[src/rtl/core/assert_macros.svh]
// Assertion helpers included by sexpr_token_scanner.sv.
`ifndef ASSERT_MACROS_SVH
`define ASSERT_MACROS_SVH

// A condition that must hold at every rising clock edge outside reset.
`define STS_ASSERT(lbl, expr, msg) \
  lbl: assert property (@(posedge clk) disable iff (!rst_n) (expr)) else $error(msg);

// A same-cycle implication checked outside reset.
`define STS_ASSERT_IMP(lbl, ante, cons, msg) \
  lbl: assert property (@(posedge clk) disable iff (!rst_n) (ante) |-> (cons)) else $error(msg);

`endif

[src/rtl/core/sts_pkg.sv]
package sts_pkg;

  // Character codes.
  localparam logic [7:0] CH_PLUS  = 8'h2B;
  localparam logic [7:0] CH_MINUS = 8'h2D;
  localparam logic [7:0] CH_STAR  = 8'h2A;
  localparam logic [7:0] CH_SLASH = 8'h2F;
  localparam logic [7:0] CH_PCT   = 8'h25;
  localparam logic [7:0] CH_EQ    = 8'h3D;
  localparam logic [7:0] CH_LT    = 8'h3C;
  localparam logic [7:0] CH_GT    = 8'h3E;
  localparam logic [7:0] CH_OPEN  = 8'h28;
  localparam logic [7:0] CH_CLOSE = 8'h29;
  localparam logic [7:0] CH_0     = 8'h30;
  localparam logic [7:0] CH_9     = 8'h39;
  localparam logic [7:0] CH_UA    = 8'h41;
  localparam logic [7:0] CH_UZ    = 8'h5A;
  localparam logic [7:0] CH_LA    = 8'h61;
  localparam logic [7:0] CH_LZ    = 8'h7A;
  localparam logic [7:0] CH_SPACE = 8'h20;
  localparam logic [7:0] CH_TAB   = 8'h09;
  localparam logic [7:0] CH_CR    = 8'h0D;
  localparam logic [7:0] CH_NUL   = 8'h00;
  localparam logic [7:0] CASE_GAP = 8'h20;

  // Token kinds.
  localparam logic [3:0] K_INT   = 4'd0;
  localparam logic [3:0] K_ICHAR = 4'd1;
  localparam logic [3:0] K_IEND  = 4'd2;
  localparam logic [3:0] K_ARITH = 4'd3;
  localparam logic [3:0] K_CMP   = 4'd4;
  localparam logic [3:0] K_OPEN  = 4'd5;
  localparam logic [3:0] K_CLOSE = 4'd6;
  localparam logic [3:0] K_ERROR = 4'd7;
  localparam logic [3:0] K_END   = 4'd8;

  // Operator codes.
  localparam logic [3:0] OP_ADD = 4'd0;
  localparam logic [3:0] OP_SUB = 4'd1;
  localparam logic [3:0] OP_MUL = 4'd2;
  localparam logic [3:0] OP_DIV = 4'd3;
  localparam logic [3:0] OP_MOD = 4'd4;
  localparam logic [3:0] OP_EQ  = 4'd5;
  localparam logic [3:0] OP_LT  = 4'd6;
  localparam logic [3:0] OP_LE  = 4'd7;
  localparam logic [3:0] OP_GT  = 4'd8;
  localparam logic [3:0] OP_GE  = 4'd9;

  // Result queue geometry.
  localparam int QDEPTH = 4;
  localparam int QPTR_W = 2;
  localparam int QCNT_W = 3;

  typedef enum logic [5:0] {
    MODE_IDLE   = 6'b000001,
    MODE_NUMBER = 6'b000010,
    MODE_IDENT  = 6'b000100,
    MODE_MINUS  = 6'b001000,
    MODE_LT     = 6'b010000,
    MODE_GT     = 6'b100000
  } mode_t;

  typedef struct packed {
    logic [3:0]         kind;
    logic signed [31:0] value;
    logic [3:0]         op;
    logic               last;
  } token_t;

  // Up to two tokens handed from the scanner to the result queue per cycle.
  typedef struct packed {
    logic [1:0] cnt;
    token_t     tok0;
    token_t     tok1;
  } push_t;

  typedef struct packed {
    logic [QCNT_W-1:0] count;
    logic              room2;
  } qstat_t;

  typedef struct packed {
    logic   emit;
    token_t tok;
    mode_t  mode;
    logic   start_num;
  } idle_res_t;

  function automatic logic is_digit(input logic [7:0] c);
    return (c >= CH_0) && (c <= CH_9);
  endfunction

  function automatic logic is_upper(input logic [7:0] c);
    return (c >= CH_UA) && (c <= CH_UZ);
  endfunction

  function automatic logic is_alpha(input logic [7:0] c);
    return is_upper(c) || ((c >= CH_LA) && (c <= CH_LZ));
  endfunction

  function automatic logic is_space(input logic [7:0] c);
    return (c == CH_SPACE) || ((c >= CH_TAB) && (c <= CH_CR));
  endfunction

  function automatic logic signed [31:0] lower_code(input logic [7:0] c);
    logic [7:0] l;
    l = is_upper(c) ? (c + CASE_GAP) : c;
    return $signed({24'd0, l});
  endfunction

  function automatic token_t mk_tok(input logic [3:0] kind, input logic signed [31:0] value,
                                    input logic [3:0] op);
    token_t t;
    t.kind  = kind;
    t.value = value;
    t.op    = op;
    t.last  = 1'b0;
    return t;
  endfunction

  // Scan a byte from the idle state: what it emits and where it leaves the scanner.
  function automatic idle_res_t scan_idle(input logic [7:0] c);
    idle_res_t r;
    r.emit      = 1'b1;
    r.tok       = mk_tok(K_ERROR, $signed({24'd0, c}), OP_ADD);
    r.mode      = MODE_IDLE;
    r.start_num = 1'b0;
    if (c == CH_NUL) begin
      r.tok = mk_tok(K_END, '0, OP_ADD);
    end else if (is_space(c)) begin
      r.emit = 1'b0;
    end else if (is_digit(c)) begin
      r.emit      = 1'b0;
      r.mode      = MODE_NUMBER;
      r.start_num = 1'b1;
    end else if (is_alpha(c)) begin
      r.mode = MODE_IDENT;
      r.tok  = mk_tok(K_ICHAR, lower_code(c), OP_ADD);
    end else begin
      case (c)
        CH_MINUS: begin
          r.emit = 1'b0;
          r.mode = MODE_MINUS;
        end
        CH_LT: begin
          r.emit = 1'b0;
          r.mode = MODE_LT;
        end
        CH_GT: begin
          r.emit = 1'b0;
          r.mode = MODE_GT;
        end
        CH_PLUS:  r.tok = mk_tok(K_ARITH, '0, OP_ADD);
        CH_STAR:  r.tok = mk_tok(K_ARITH, '0, OP_MUL);
        CH_SLASH: r.tok = mk_tok(K_ARITH, '0, OP_DIV);
        CH_PCT:   r.tok = mk_tok(K_ARITH, '0, OP_MOD);
        CH_EQ:    r.tok = mk_tok(K_CMP, '0, OP_EQ);
        CH_OPEN:  r.tok = mk_tok(K_OPEN, '0, OP_ADD);
        CH_CLOSE: r.tok = mk_tok(K_CLOSE, '0, OP_ADD);
        default:  r.tok = mk_tok(K_ERROR, $signed({24'd0, c}), OP_ADD);
      endcase
    end
    return r;
  endfunction

endpackage

[src/rtl/core/sts_if.sv]
interface sts_in_if;
  logic       valid;
  logic       ready;
  logic [7:0] char_code;

  modport source (output valid, output char_code, input ready);
  modport sink (input valid, input char_code, output ready);
endinterface

interface sts_out_if;
  logic               valid;
  logic               ready;
  logic [3:0]         kind;
  logic signed [31:0] value;
  logic [3:0]         operator;
  logic               last;

  modport source (output valid, output kind, output value, output operator, output last,
                  input ready);
  modport sink (input valid, input kind, input value, input operator, input last,
                output ready);
endinterface

[src/rtl/core/sts_scan.sv]
module sts_scan
  import sts_pkg::*;
#(
  parameter int NUMBER_WIDTH = 32
) (
  input  logic      clk,
  input  logic      rst_n,
  sts_in_if.sink    in_ch,
  input  qstat_t    qstat,
  output push_t     push
);

  localparam int EXT_W = (NUMBER_WIDTH > 32) ? NUMBER_WIDTH : 32;

  logic [7:0]              byte_r;
  logic                    full_r, full_nxt;
  mode_t                   mode_r, mode_nxt;
  logic [NUMBER_WIDTH-1:0] acc_r, acc_nxt;
  logic                    neg_r, neg_nxt;

  logic                    fire;
  logic                    in_take;
  logic [3:0]              digit;
  logic [NUMBER_WIDTH-1:0] acc_x10;
  logic [NUMBER_WIDTH-1:0] num_mag;
  logic signed [EXT_W-1:0] num_ext;
  idle_res_t               idl;
  logic                    pre_v;
  token_t                  pre_tok;
  logic                    use_idle;
  logic                    idle_v;

  // The held byte is scanned once the queue can take two tokens.
  assign fire        = full_r && qstat.room2;
  assign in_ch.ready = !full_r || qstat.room2;
  assign in_take     = in_ch.valid && in_ch.ready;

  assign digit   = byte_r[3:0];
  assign acc_x10 = (acc_r << 3) + (acc_r << 1);
  assign num_mag = neg_r ? (NUMBER_WIDTH'(0) - acc_r) : acc_r;
  assign num_ext = EXT_W'($signed(num_mag));
  assign idl     = scan_idle(byte_r);

  always_comb begin
    full_nxt = in_take ? 1'b1 : (fire ? 1'b0 : full_r);
    pre_v    = 1'b0;
    pre_tok  = mk_tok(K_INT, '0, OP_ADD);
    use_idle = 1'b0;
    mode_nxt = mode_r;
    acc_nxt  = acc_r;
    neg_nxt  = neg_r;
    unique case (mode_r)
      MODE_NUMBER: begin
        if (is_digit(byte_r)) begin
          acc_nxt = acc_x10 + NUMBER_WIDTH'(digit);
        end else begin
          pre_v    = 1'b1;
          pre_tok  = mk_tok(K_INT, $signed(num_ext[31:0]), OP_ADD);
          use_idle = 1'b1;
        end
      end
      MODE_MINUS: begin
        if (is_digit(byte_r)) begin
          mode_nxt = MODE_NUMBER;
          acc_nxt  = NUMBER_WIDTH'(digit);
          neg_nxt  = 1'b1;
        end else begin
          pre_v    = 1'b1;
          pre_tok  = mk_tok(K_ARITH, '0, OP_SUB);
          use_idle = 1'b1;
        end
      end
      MODE_IDENT: begin
        pre_v = 1'b1;
        if (is_alpha(byte_r) || is_digit(byte_r)) begin
          pre_tok = mk_tok(K_ICHAR, lower_code(byte_r), OP_ADD);
        end else begin
          pre_tok  = mk_tok(K_IEND, '0, OP_ADD);
          use_idle = 1'b1;
        end
      end
      MODE_LT, MODE_GT: begin
        pre_v = 1'b1;
        if (byte_r == CH_EQ) begin
          mode_nxt = MODE_IDLE;
          pre_tok  = mk_tok(K_CMP, '0, (mode_r == MODE_LT) ? OP_LE : OP_GE);
        end else begin
          pre_tok  = mk_tok(K_CMP, '0, (mode_r == MODE_LT) ? OP_LT : OP_GT);
          use_idle = 1'b1;
        end
      end
      default: begin
        use_idle = 1'b1;
      end
    endcase
    if (use_idle) begin
      mode_nxt = idl.mode;
      if (idl.start_num) begin
        acc_nxt = NUMBER_WIDTH'(digit);
        neg_nxt = 1'b0;
      end
    end
  end

  always_comb begin
    idle_v         = use_idle && idl.emit;
    push.cnt       = fire ? (2'(pre_v) + 2'(idle_v)) : 2'd0;
    push.tok0      = pre_v ? pre_tok : idl.tok;
    push.tok0.last = !(pre_v && idle_v);
    push.tok1      = idl.tok;
    push.tok1.last = 1'b1;
  end

  always_ff @(posedge clk) begin
    if (!rst_n) begin
      full_r <= 1'b0;
      mode_r <= MODE_IDLE;
      acc_r  <= '0;
      neg_r  <= 1'b0;
    end else begin
      full_r <= full_nxt;
      if (fire) begin
        mode_r <= mode_nxt;
        acc_r  <= acc_nxt;
        neg_r  <= neg_nxt;
      end
    end
  end

  always_ff @(posedge clk) begin
    if (in_take) begin
      byte_r <= in_ch.char_code;
    end
  end

endmodule

[src/rtl/core/sts_queue.sv]
module sts_queue
  import sts_pkg::*;
(
  input  logic      clk,
  input  logic      rst_n,
  input  push_t     push,
  output qstat_t    qstat,
  sts_out_if.source out_ch
);

  token_t              mem [QDEPTH];
  logic [QPTR_W-1:0]   wr_ptr_r, wr_ptr_nxt;
  logic [QPTR_W-1:0]   rd_ptr_r, rd_ptr_nxt;
  logic [QCNT_W-1:0]   count_r, count_nxt;
  logic                pop;
  token_t              head;

  assign pop  = (count_r != '0) && out_ch.ready;
  assign head = mem[rd_ptr_r];

  assign out_ch.valid    = (count_r != '0);
  assign out_ch.kind     = head.kind;
  assign out_ch.value    = head.value;
  assign out_ch.operator = head.op;
  assign out_ch.last     = head.last;

  assign qstat.count = count_r;
  assign qstat.room2 = (count_r <= QCNT_W'(QDEPTH - 2));

  always_comb begin
    wr_ptr_nxt = wr_ptr_r + QPTR_W'(push.cnt);
    rd_ptr_nxt = rd_ptr_r + QPTR_W'(pop);
    count_nxt  = count_r + QCNT_W'(push.cnt) - QCNT_W'(pop);
  end

  always_ff @(posedge clk) begin
    if (!rst_n) begin
      wr_ptr_r <= '0;
      rd_ptr_r <= '0;
      count_r  <= '0;
    end else begin
      wr_ptr_r <= wr_ptr_nxt;
      rd_ptr_r <= rd_ptr_nxt;
      count_r  <= count_nxt;
    end
  end

  always_ff @(posedge clk) begin
    if (push.cnt != 2'd0) begin
      mem[wr_ptr_r] <= push.tok0;
    end
    if (push.cnt == 2'd2) begin
      mem[wr_ptr_r + QPTR_W'(1)] <= push.tok1;
    end
  end

endmodule

[src/rtl/core/sexpr_token_scanner.sv]
// The first token of a byte is offered once the byte has passed the input byte
// register and the result queue. Throughput: one byte per cycle while the output
// is ready and each byte gives at most one token; a byte that ends one token and
// emits another puts two tokens in the four-entry result queue, read one at a time.
// Reset (synchronous, active low): scanner idle, accumulator and sign cleared,
// input register and result queue empty.
`include "assert_macros.svh"

module sexpr_token_scanner
  import sts_pkg::*;
#(
  parameter int NUMBER_WIDTH = 32
) (
  input  logic      clk,
  input  logic      rst_n,
  sts_in_if.sink    in_ch,
  sts_out_if.source out_ch
);

  push_t  push;
  qstat_t qstat;

  sts_scan #(
    .NUMBER_WIDTH(NUMBER_WIDTH)
  ) u_scan (
    .clk   (clk),
    .rst_n (rst_n),
    .in_ch (in_ch),
    .qstat (qstat),
    .push  (push)
  );

  sts_queue u_queue (
    .clk    (clk),
    .rst_n  (rst_n),
    .push   (push),
    .qstat  (qstat),
    .out_ch (out_ch)
  );

  `STS_ASSERT(a_queue_bound, qstat.count <= QCNT_W'(QDEPTH), "result queue overflow")
  `STS_ASSERT_IMP(a_push_room, push.cnt != 2'd0, qstat.room2, "token pushed without room")
  `STS_ASSERT_IMP(a_pair_last, push.cnt == 2'd2, !push.tok0.last && push.tok1.last,
                  "last flag misplaced on a token pair")

endmodule
[src/flat_wrapper.sv]
// flat-port wrapper written by rule: the top's interface ports become plain ports
module sexpr_token_scanner_flat import sts_pkg::*;
#(
  parameter int NUMBER_WIDTH = 32
)
  (clk, rst_n, in_ch_valid, in_ch_char_code, in_ch_ready, out_ch_valid, out_ch_kind, out_ch_value, out_ch_operator, out_ch_last, out_ch_ready);
  sts_in_if in_ch_i ();
  sts_out_if out_ch_i ();
  input  logic clk;
  input  logic rst_n;
  input wire logic [$bits(in_ch_i.valid)-1:0] in_ch_valid;
  input wire logic [$bits(in_ch_i.char_code)-1:0] in_ch_char_code;
  output wire logic [$bits(in_ch_i.ready)-1:0] in_ch_ready;
  output wire logic [$bits(out_ch_i.valid)-1:0] out_ch_valid;
  output wire logic [$bits(out_ch_i.kind)-1:0] out_ch_kind;
  output wire logic [$bits(out_ch_i.value)-1:0] out_ch_value;
  output wire logic [$bits(out_ch_i.operator)-1:0] out_ch_operator;
  output wire logic [$bits(out_ch_i.last)-1:0] out_ch_last;
  input wire logic [$bits(out_ch_i.ready)-1:0] out_ch_ready;
  assign in_ch_i.valid = in_ch_valid;
  assign in_ch_i.char_code = in_ch_char_code;
  assign in_ch_ready = in_ch_i.ready;
  assign out_ch_valid = out_ch_i.valid;
  assign out_ch_kind = out_ch_i.kind;
  assign out_ch_value = out_ch_i.value;
  assign out_ch_operator = out_ch_i.operator;
  assign out_ch_last = out_ch_i.last;
  assign out_ch_i.ready = out_ch_ready;
  sexpr_token_scanner #(.NUMBER_WIDTH(NUMBER_WIDTH)) u_core (.clk(clk), .rst_n(rst_n), .in_ch(in_ch_i), .out_ch(out_ch_i));
endmodule
[config.mk]
export PLATFORM = sky130hd
export DESIGN_NAME = sexpr_token_scanner_flat
export DESIGN_NICKNAME = d
export VERILOG_FILES = /design/src/rtl/core/sts_pkg.sv /design/src/rtl/core/sts_if.sv /design/src/rtl/core/sts_scan.sv /design/src/rtl/core/sts_queue.sv /design/src/rtl/core/sexpr_token_scanner.sv /design/src/flat_wrapper.sv
export VERILOG_INCLUDE_DIRS = /design/src /design/src/rtl/core
export SDC_FILE = /design/constraint.sdc
export NUM_CORES = 1
export LEC_CHECK = 0
export BUFFER_PORTS_ARGS = -buffer_cell sky130_fd_sc_hd__buf_2
export CORE_MARGIN = 2
export CORE_UTILIZATION = 25
export CTS_BUF_LIST = sky130_fd_sc_hd__clkbuf_8 sky130_fd_sc_hd__clkbuf_16
export CTS_CLUSTER_DIAMETER = 30
export DETAILED_ROUTE_END_ITERATION = 10
export HOLD_SLACK_MARGIN = 0.12
export SLEW_MARGIN = 30
export SYNTH_ARGS = -nofsm -noshare
export SYNTH_HDL_FRONTEND = slang
export SYNTH_SLANG_ARGS = --single-unit
export TNS_END_PERCENT = 1
[constraint.sdc]
create_clock -name clk -period 7.2 [get_ports clk]
set_input_delay 1.44 -clock clk [delete_from_list [all_inputs] [get_ports clk]]
set_output_delay 1.44 -clock clk [all_outputs]
set_load 0.01 [all_outputs]
# Word-level counts from Yosys, hierarchy flattened
# Memory sizes are Yosys's and may differ from the RTL's. A register that Yosys moved wholly into a read port is not among the register bits.
# Cells that the tools add are included.
[word_totals]
ff_bits = 55
ram_bits = 164
input_bits = 12
output_inout_bits = 43
n_memories = 1
[op_classes]
n_addsub = 10
order_cmp = 9
eq_ne = 19
mux = 50
reduce_logical = 25
[mem_list]
columns = ["name", "words", "word_bits", "read_ports", "rd_ports_with_merged_regs", "write_ports", "line_no", "rtl"]
rows = [
  ["u_core.u_queue.mem", 4, 41, 1, 1, 2, "sts_queue.sv:11", "token_t mem [QDEPTH];"],
]
[ops]
columns = ["cell", "count"]
rows = [
  ["$pmux W40 S7", 1],
  ["$mux W32", 5],
  ["$pmux W40 S4", 1],
  ["$eq A8 B6 Y1 const B", 11],
  ["$mux W41", 2],
  ["$mux W39", 2],
  ["$pmux W32 S2", 1],
  ["$mux W47", 1],
  ["$mux W46", 1],
  ["$mux W40", 1],
  ["$mux W37", 1],
  ["$add A32 B32 Y32", 1],
  ["$add A32 B4 Y32", 1],
  ["$sub A1 B32 Y32 const A", 1],
  ["$mux W6", 4],
  ["$mux W1", 19],
  ["$pmux W6 S3", 1],
  ["$ge A8 B7 Y1 const B", 2],
  ["$le A8 B7 Y1 const B", 2],
  ["$pmux W6 S2", 1],
  ["$logic_and A1 B1 Y1", 9],
  ["$add A8 B6 Y8 const B", 1],
  ["$ge A8 B4 Y1 const B", 1],
  ["$ge A8 B6 Y1 const B", 1],
  ["31 further kinds", 42],
]

# Depth between registers and ports, before layout
# Gate-level depths: netlist (run 1).
[depth]
word_depth = 13
ltp_mapped = 17

# Hierarchy
# From an unflattened synthesis (run 1), not the netlist that was laid out.
[unflattened]
hier_cells = 1108
area_unflattened_um2 = 14018.4
[by_module_without_submodules]
columns = ["mod", "n_inst", "cells_per_inst", "area_each_um2"]
rows = [
  ["sts_queue", 1, 443, 8844.7],
  ["sts_scan", 1, 665, 5173.7],
]

# Least setup slack after synthesis (run 1)
# No wires, ideal clock.
[synth_timing]
path_type = "flip-flop to flip-flop"
from = "register u_core.u_scan.byte_r[2]"
to = "memory u_core.u_queue.mem[3][10] (netlist bit), enable pin"
setup_ps = 317
arrival_time_ps = 3875
t_required_ps = 6883
path_slack_ps = 3008
path_stages_with_launch = 16
path_buffers = 4
synth_period_minus_slack_ps = 4192
path_cell_list = "edfxtp_1 clkbuf_1 nor4_1 a22oi_1 or2_1 buf_2 a21oi_1 a21o_1 nor2_1 ha_1 clkbuf_1 o21ai_0 nor2_1 nor2_1 clkbuf_1 inv_1"
[synth_lines]
columns = ["item", "line_no", "rtl"]
rows = [
  ["start: declaration", "sts_scan.sv:15", "logic [7:0] byte_r;"],
  ["start signal: assignment", "sts_scan.sv:132", "byte_r <= in_ch.char_code;"],
  ["end: declaration", "sts_queue.sv:11", ""],
]

==> results of run 1 <==
==> metrics by stage <==
step	area, um^2	power, mW	hold WS (ns)	utilization [%]	setup WS [ns]
final	14200	3.58	0.449	29.7	2.08
after CTS	14200	3.62	0.454	29.7	2.15
after detailed placement	13000	1.90	0.437	27.2	2.16
after global routing	14200	3.72	0.474	29.7	1.62
after floorplan	12100	1.73	0.420	-	3.01
after global placement	13000	1.90	0.429	27.2	2.35
==> cell usage in the layout, fill, tap and decap left out, types with 14 or more instances in the layout <==
cell	count
mux4_2	41
ha_1	68
nor2b_1	19
clkbuf_16	37
a21o_1	17
o31ai_1	14
o22ai_1	29
nand3_1	48
nor2_1	58
a22o_1	29
buf_2	54
a21oi_1	48
o21ai_0	141
inv_1	33
xor2_1	32
nor3_1	16
xnor2_1	21
dfxtp_1	148
buf_4	14
edfxtp_1	68
nand2_1	152
==> power by group <==
group          total (mW)  switching, mW  internal [mW]
Sequential           1.39         0.0701           1.32
Clock                1.71          0.646           1.06
Combinational       0.477          0.269          0.207
==> worst reg2reg max path: cells and delay by family (launching register included) <==
kind | cells | cell delay [ns]
AO/OA/AOI/OAI | 3 | 0.78
adder cells (fa/ha/maj) | 1 | 0.53
buffers and inverters | 4 | 1.34
flip-flops | 1 | 0.69
AND/OR/NAND/NOR | 4 | 1.43
==> cells by family (layout without fill, tap and decap cells) <==
family,after synthesis,after routing,synth area share (%)
flops,219,219,41.8
xor+xnor,53,53,3.83
simple gates,378,378,15.2
mux,43,43,7.79
fa+ha+maj,71,71,7.52
buf+inv,105,164,3.27
compound gates,382,382,20.6
==> state kept, by name, indices dropped and copies added, names as in the netlist <==
name,cells
u_core.u_queue.rd_ptr_r,2
u_core.u_scan.mode_r,6
u_core.u_queue.count_r,3
u_core.u_scan.acc_r,32
u_core.u_scan.full_r,1
u_core.u_queue.wr_ptr_r,2
u_core.u_scan.byte_r,8
u_core.u_queue.mem,164
u_core.u_scan.neg_r,1
==> Yosys cell counts (10+ instances only) <==
| library cell | n | area (um^2) |
|---|---|---|
| inv_1 | 28 | 105 |
| a21o_1 | 17 | 128 |
| and2_1 | 12 | 75.1 |
| xor2_1 | 32 | 280 |
| o22ai_1 | 29 | 181 |
| edfxtp_1 | 68 | 2040 |
| o31ai_1 | 14 | 105 |
| clkbuf_1 | 68 | 255 |
| o21ai_0 | 141 | 706 |
| nor2b_1 | 19 | 119 |
| a21oi_1 | 48 | 240 |
| nor3_1 | 17 | 85.1 |
| ha_1 | 68 | 851 |
| or3_1 | 13 | 81.3 |
| nand3_1 | 49 | 245 |
| mux4_2 | 41 | 923 |
| xnor2_1 | 21 | 184 |
| dfxtp_1 | 151 | 3020 |
| nand2_1 | 152 | 571 |
| a22oi_1 | 11 | 82.6 |
| nor2_1 | 58 | 218 |
| a22o_1 | 29 | 254 |
| o211ai_1 | 10 | 75.1 |
==> final timing paths <==
path | start | end | slack [ns] | cells after the start
max | u_core.u_scan.byte_r[1] | u_core.u_queue.mem[0][40] | 2.08 | 12
min | u_core.u_queue.mem[2][28] | u_core.u_queue.mem[2][28] | 0.45 | 2
max reg2reg | u_core.u_scan.byte_r[1] | u_core.u_queue.mem[0][40] | 2.08 | 12
min reg2reg | u_core.u_queue.mem[2][28] | u_core.u_queue.mem[2][28] | 0.45 | 2
==> cell type report <==
class                   instances  area, um^2  share of cell area, %
multi-input cells             927        6660                   46.9
clock inverters                27         250                   1.76
clock buffers                  40         967                   6.81
well taps                     615         769                   5.42
flip-flops and latches        219        5070                   35.7
repair buffers                 68         375                   2.64
inverters                      29         109                  0.767
==> layer usage <==
| layer | up-vias | share of wire (%) | routed length, um |
|---|---|---|---|
| met3 | 64 | 4.9 | 1670 |
| li1 | 4769 | - | - |
| met1 | 4626 | 44 | 15100 |
| met5 | - | 0 | 0 |
| met4 | 0 | 2.7 | 900 |
| met2 | 286 | 48 | 16200 |
==> impl_metrics.ini, run 1 <==
[detailed_routing]
routed_wl_um = 33800
viasPerCell = 5.06
drc = 0
wire_per_inst_um = 17.6
drt_iter0_markers = 730
num_vias = 9745
antenna_left = 0
firstDrtPassIters = 5

[critical_path]
critPathMaxStageDelay_ns = 0.69
slowest_stage = edfxtp_1
path_delay_family = simple AND/OR/NAND/NOR gates
cp_cell_sequence = nor4_1, a22oi_1, or2_1, a21oi_2, clkinv_1, ha_1, o21ai_0, nor3_2, buf_4, nor2_1, buf_4, inv_1
worstSetupPathType = register to register
critical_path_required_ns = 7.36
cp.buffers_inverters = 4
start_kind = register
critical_path_peak_fanout = 23
path_common_cell = buf_4
cp.arrival_ns = 5.29
crit_path_end_kind = register

[synthesis]
synth_area_per_cell_um2 = 9.68
ys_types = 70
syn_inst = 1251
synth_warnings = 0
synth_edf_count = 68
synth_flop_cell = dfxtp_1
netlist_area_um2 = 12100
syn-num-nets = 1334
synth_seq_area_share_pct = 41.8
ys_seq_elements = 219
async_flop_share_pct = 0

[timing]
worstMarginPinSlew_ns = 0.999
min_period_ns = 5.12
finalCritPeriodShare_pct = 71.2
finalSetupTns_ns = 0
slew_violations = 0
worst_clock_skew_ns = 0.0206
hold_viol = 0
rsz0062_at_grt = false
slew_headroom_pct = 33.4
setup_viol = 0
timing.fmax_ghz = 0.195

[clocking]
cts_resized = 0
cts_setup_buffers = 0
path_clk_slew_ns = 0.05
cts_tree = yes
cts_buffer_depth = 3
cts-buffers-inserted = 37
cts_hold_buf = 0
cts_root_buf = clkbuf_16
clock_latency_ns = 0.54
clock-sinks = 219
h-tree-depth = 2

[global_route]
top_usage_layer = met2
grt.overflow.total = 0
antenna_found_initial = 0
met1_usage_pct = 17.2
grt_pass1_wl_um = 53500
grt_max_degree = 43
grt_use_total_pct = 13.3
grt_use_met2_pct = 22.5
met3_usage_pct = 2.05
grt_pass1_vias = 9595

[die]
ios = 55
core_um2 = 47700
fp.dieW_um = 224
start_util_pct = 25.4
rows = 80
die_area_um2 = 50200
die_h_um = 224

[layout]
syn_to_final_growth_pct = 17.3
layout-drive-gt1-share_pct = 14.6
instances_no_fill = 1925
diodes = 0
fillCellCount = 4862
final_net_count = 1365

[power_and_ir_drop]
power_density_nw_per_um2 = 252
power.leakage_nw = 5.39
irDropWorstVdd_uv = 138

[placed_design]
place.gp.congestion = 0.896
io_buffers = 54
placed_cells = 1858
dpl.hpwl_um = 24300

[job]
drv_cap = 0

[outcome]
status = finished clean

[min_path]
hp-class = register to register
Note: power is estimated with default switching activity, not from simulation.
==> run 2, diff against run 1 <==
ABC_AREA = 1   (was unset)
clock period = 4.5 ns   (was 7.2 ns; I/O delays follow)
==> impl_metrics.ini, run 2 <==
[layout]
top_register = u_core.u_queue.mem
final_common_cell = nand2_1
most-common-layout-cells = nand2_1 (585), nor2_1 (209), o21ai_0 (194)
final_net_count = 2111
syn_to_final_growth_pct = 19.3
utilization_pct = 30.3
post-route-cell-area_um2 = 16400
layout-drive-gt1-share_pct = 10.8
largest_reg_flops = 164
diodes = 0
reg_top3 = u_core.u_queue.mem x164, u_core.u_scan.acc_r x32, u_core.u_scan.byte_r x8

[global_route]
grt.overflow.total = 0
grt_pass1_vias = 13100
grt_pass1_wl_um = 71100
grt_use_total_pct = 15.5
grt_max_degree = 84
antenna_found_initial = 0

[timing]
hold_viol = 0
setup_viol = 0
rsz0062_at_grt = false
worstMarginPinSlew_ns = 0.940
finalCritPeriodShare_pct = 90.1
finalSetupTns_ns = 0
timing.fmax_ghz = 0.247
setup_ws_ns = 0.447
min_period_ns = 4.05
slew_headroom_pct = 37.3
slew_violations = 0
worst_clock_skew_ns = 0.0332

[critical_path]
critical_path_peak_fanout = 15
regToRegStartpoint = u_core.u_scan.byte_r[5]
reg2reg_depth = 18
rrSetupSlack_ns = 0.45
cp_cell_sequence = inv_1, ha_1, nand2_1, nor2_1, nand2_1, nand2_1, nand2_1, nand4_2, a21oi_1, ha_1, inv_1, nor2_2, nor2_1, inv_2, nand2_2, nor3_4, inv_1, o21ai_0
cp.buffers_inverters = 4
critPathMaxStageDelay_ns = 0.49
critical_path_required_ns = 4.86
worstSetupPathType = register to register
path_delay_family = simple AND/OR/NAND/NOR gates
cp.arrival_ns = 4.41
path_common_cell = nand2_1
crit_path_end_kind = register
r2r_end = u_core.u_queue.mem[1][10]
start_kind = register
slowest_stage = edfxtp_1

[detailed_routing]
wire_per_inst_um = 16.3
routed_wl_um = 44900
antenna_left = 0
num_vias = 13700
drt_iter0_markers = 1078
drc = 0
viasPerCell = 4.94
firstDrtPassIters = 6

[power_and_ir_drop]
power.leakage_nw = 7.47
power_density_nw_per_um2 = 454
p_sw_mw = 2.45
irDropWorstVdd_uv = 263
p_clk_share_pct = 46.4
p_comb_share_pct = 23.8
seqPwrFrac_pct = 29.8
p_sw_share_pct = 33.0
intPower_mw = 4.98

[clocking]
h-tree-depth = 2
clock-sinks = 219
path_clk_slew_ns = 0.05
cts_root_buf = clkbuf_16
cts_hold_buf = 0
cts_resized = 0
cts_buffer_depth = 3
cts_tree = yes
cts-buffers-inserted = 46
clock_latency_ns = 0.56
cts_setup_buffers = 0

[placed_design]
dp_slack_ns = 0.457
dpl.hpwl_um = 32300
placed_cell_area_um2 = 14800
io_buffers = 54
place.gp.congestion = 0.940

[die]
ios = 55
die_h_um = 238
core_um2 = 54000
rows = 85
fp.dieW_um = 238
start_util_pct = 25.4
die_area_um2 = 56800

[synthesis]
synth_flop_cell = dfxtp_1
async_flop_share_pct = 0
ys_types = 51
ys_seq_elements = 219
netlist_area_um2 = 13700
yosysMostFrequentCell = nand2_1
synth.top_cell.area_share_pct = 22.0
synth_area_leaders = dfxtp_1 (22%), nand2_1 (16%), edfxtp_1 (15%)
synth_top_area_cell = dfxtp_1
syn_inst = 1979
ys_top_cells_by_count = nand2_1 (585), nor2_1 (210), o21ai_0 (194)
synth_warnings = 0
synth_area_per_cell_um2 = 6.94
synth_seq_area_share_pct = 36.9
synth_edf_count = 68
syn-num-nets = 2062

[min_path]
hp-start = u_core.u_queue.mem[1][32]
holdPathEnd = u_core.u_queue.mem[1][32]
hp-class = register to register
hold_depth = 2

[outcome]
status = finished clean

[job]
drv_cap = 0
[run 2: how the worst max path moves through the flow]
stage                            start                         to  slack, ns  cells after the start
6_report       u_core.u_scan.byte_r[5]  u_core.u_queue.mem[1][10]       0.45                     18
5_1_grt        u_core.u_scan.byte_r[1]   u_core.u_queue.mem[2][0]       0.17                     21
4_1_cts        u_core.u_scan.byte_r[5]   u_core.u_queue.mem[2][0]       0.46                     21
3_5_place_dp   u_core.u_scan.byte_r[5]   u_core.u_queue.mem[2][0]       0.46                     21
3_3_place_gp   u_core.u_scan.byte_r[5]   u_core.u_queue.mem[2][0]       0.48                     21
2_1_floorplan  u_core.u_scan.byte_r[6]  u_core.u_queue.mem[3][10]       1.12                     19
[run 2: area by class of cell]
class / count / area, um^2
Multi-Input combinational cell: 1493 / 7620
Clock buffer: 50 / 1210
Sequential cell: 219 / 5070
Inverter: 188 / 706
Tap cell: 696 / 871
Clock inverter: 36 / 414
Fill cell: 5815 / 37600
Timing Repair Buffer: 80 / 498
[run 2: worst register-to-register path, delay by kind of cell (launching register included)]
| family | cells | cell delay (ns) |
|---|---|---|
| DFF | 1 | 0.49 |
| buffers and inverters | 4 | 0.75 |
| and+or+nand+nor | 10 | 1.52 |
| AOI/OAI and AO/OA | 2 | 0.41 |
| adders and majority gates | 2 | 0.68 |
[run 2: layer usage]
metal | wire [um] | track usage, %
met1 | 20900 | 21.8
met2 | 20100 | 24.8
met3 | 2960 | 2.00
met4 | 1030 | 4.77
met5 | 0 | 0
[run 2: cells by family after synthesis]
logic type | after synthesis | synth area share [%]
AOI/OAI and AO/OA | 408 | 16.9
DFF | 219 | 36.9
buffers and inverters | 267 | 7.65
and+or+nand+nor | 994 | 30.7
adders and majority gates | 71 | 6.63
xor gates and xnor gates | 20 | 1.28
[run 2: power groups by stage]
stage | clock network, mW | registers (mW) | logic (mW)
2_1_floorplan | 0 | 2.24 | 1.09
3_3_place_gp | 0 | 2.25 | 1.75
3_5_place_dp | 0 | 2.25 | 1.78
4_1_cts | 3.49 | 2.21 | 1.79
5_1_grt | 3.59 | 2.22 | 1.95
6_report | 3.44 | 2.22 | 1.77
[run 2: stage by stage]
stage,std cells,power (mW),hold WS [ns]
2_1_floorplan,1979,3.33,0.421
3_3_place_gp,2675,3.99,0.432
3_5_place_dp,2676,4.03,0.435
4_1_cts,2762,7.49,0.448
5_1_grt,2762,7.76,0.460
6_report,2762,7.43,0.446
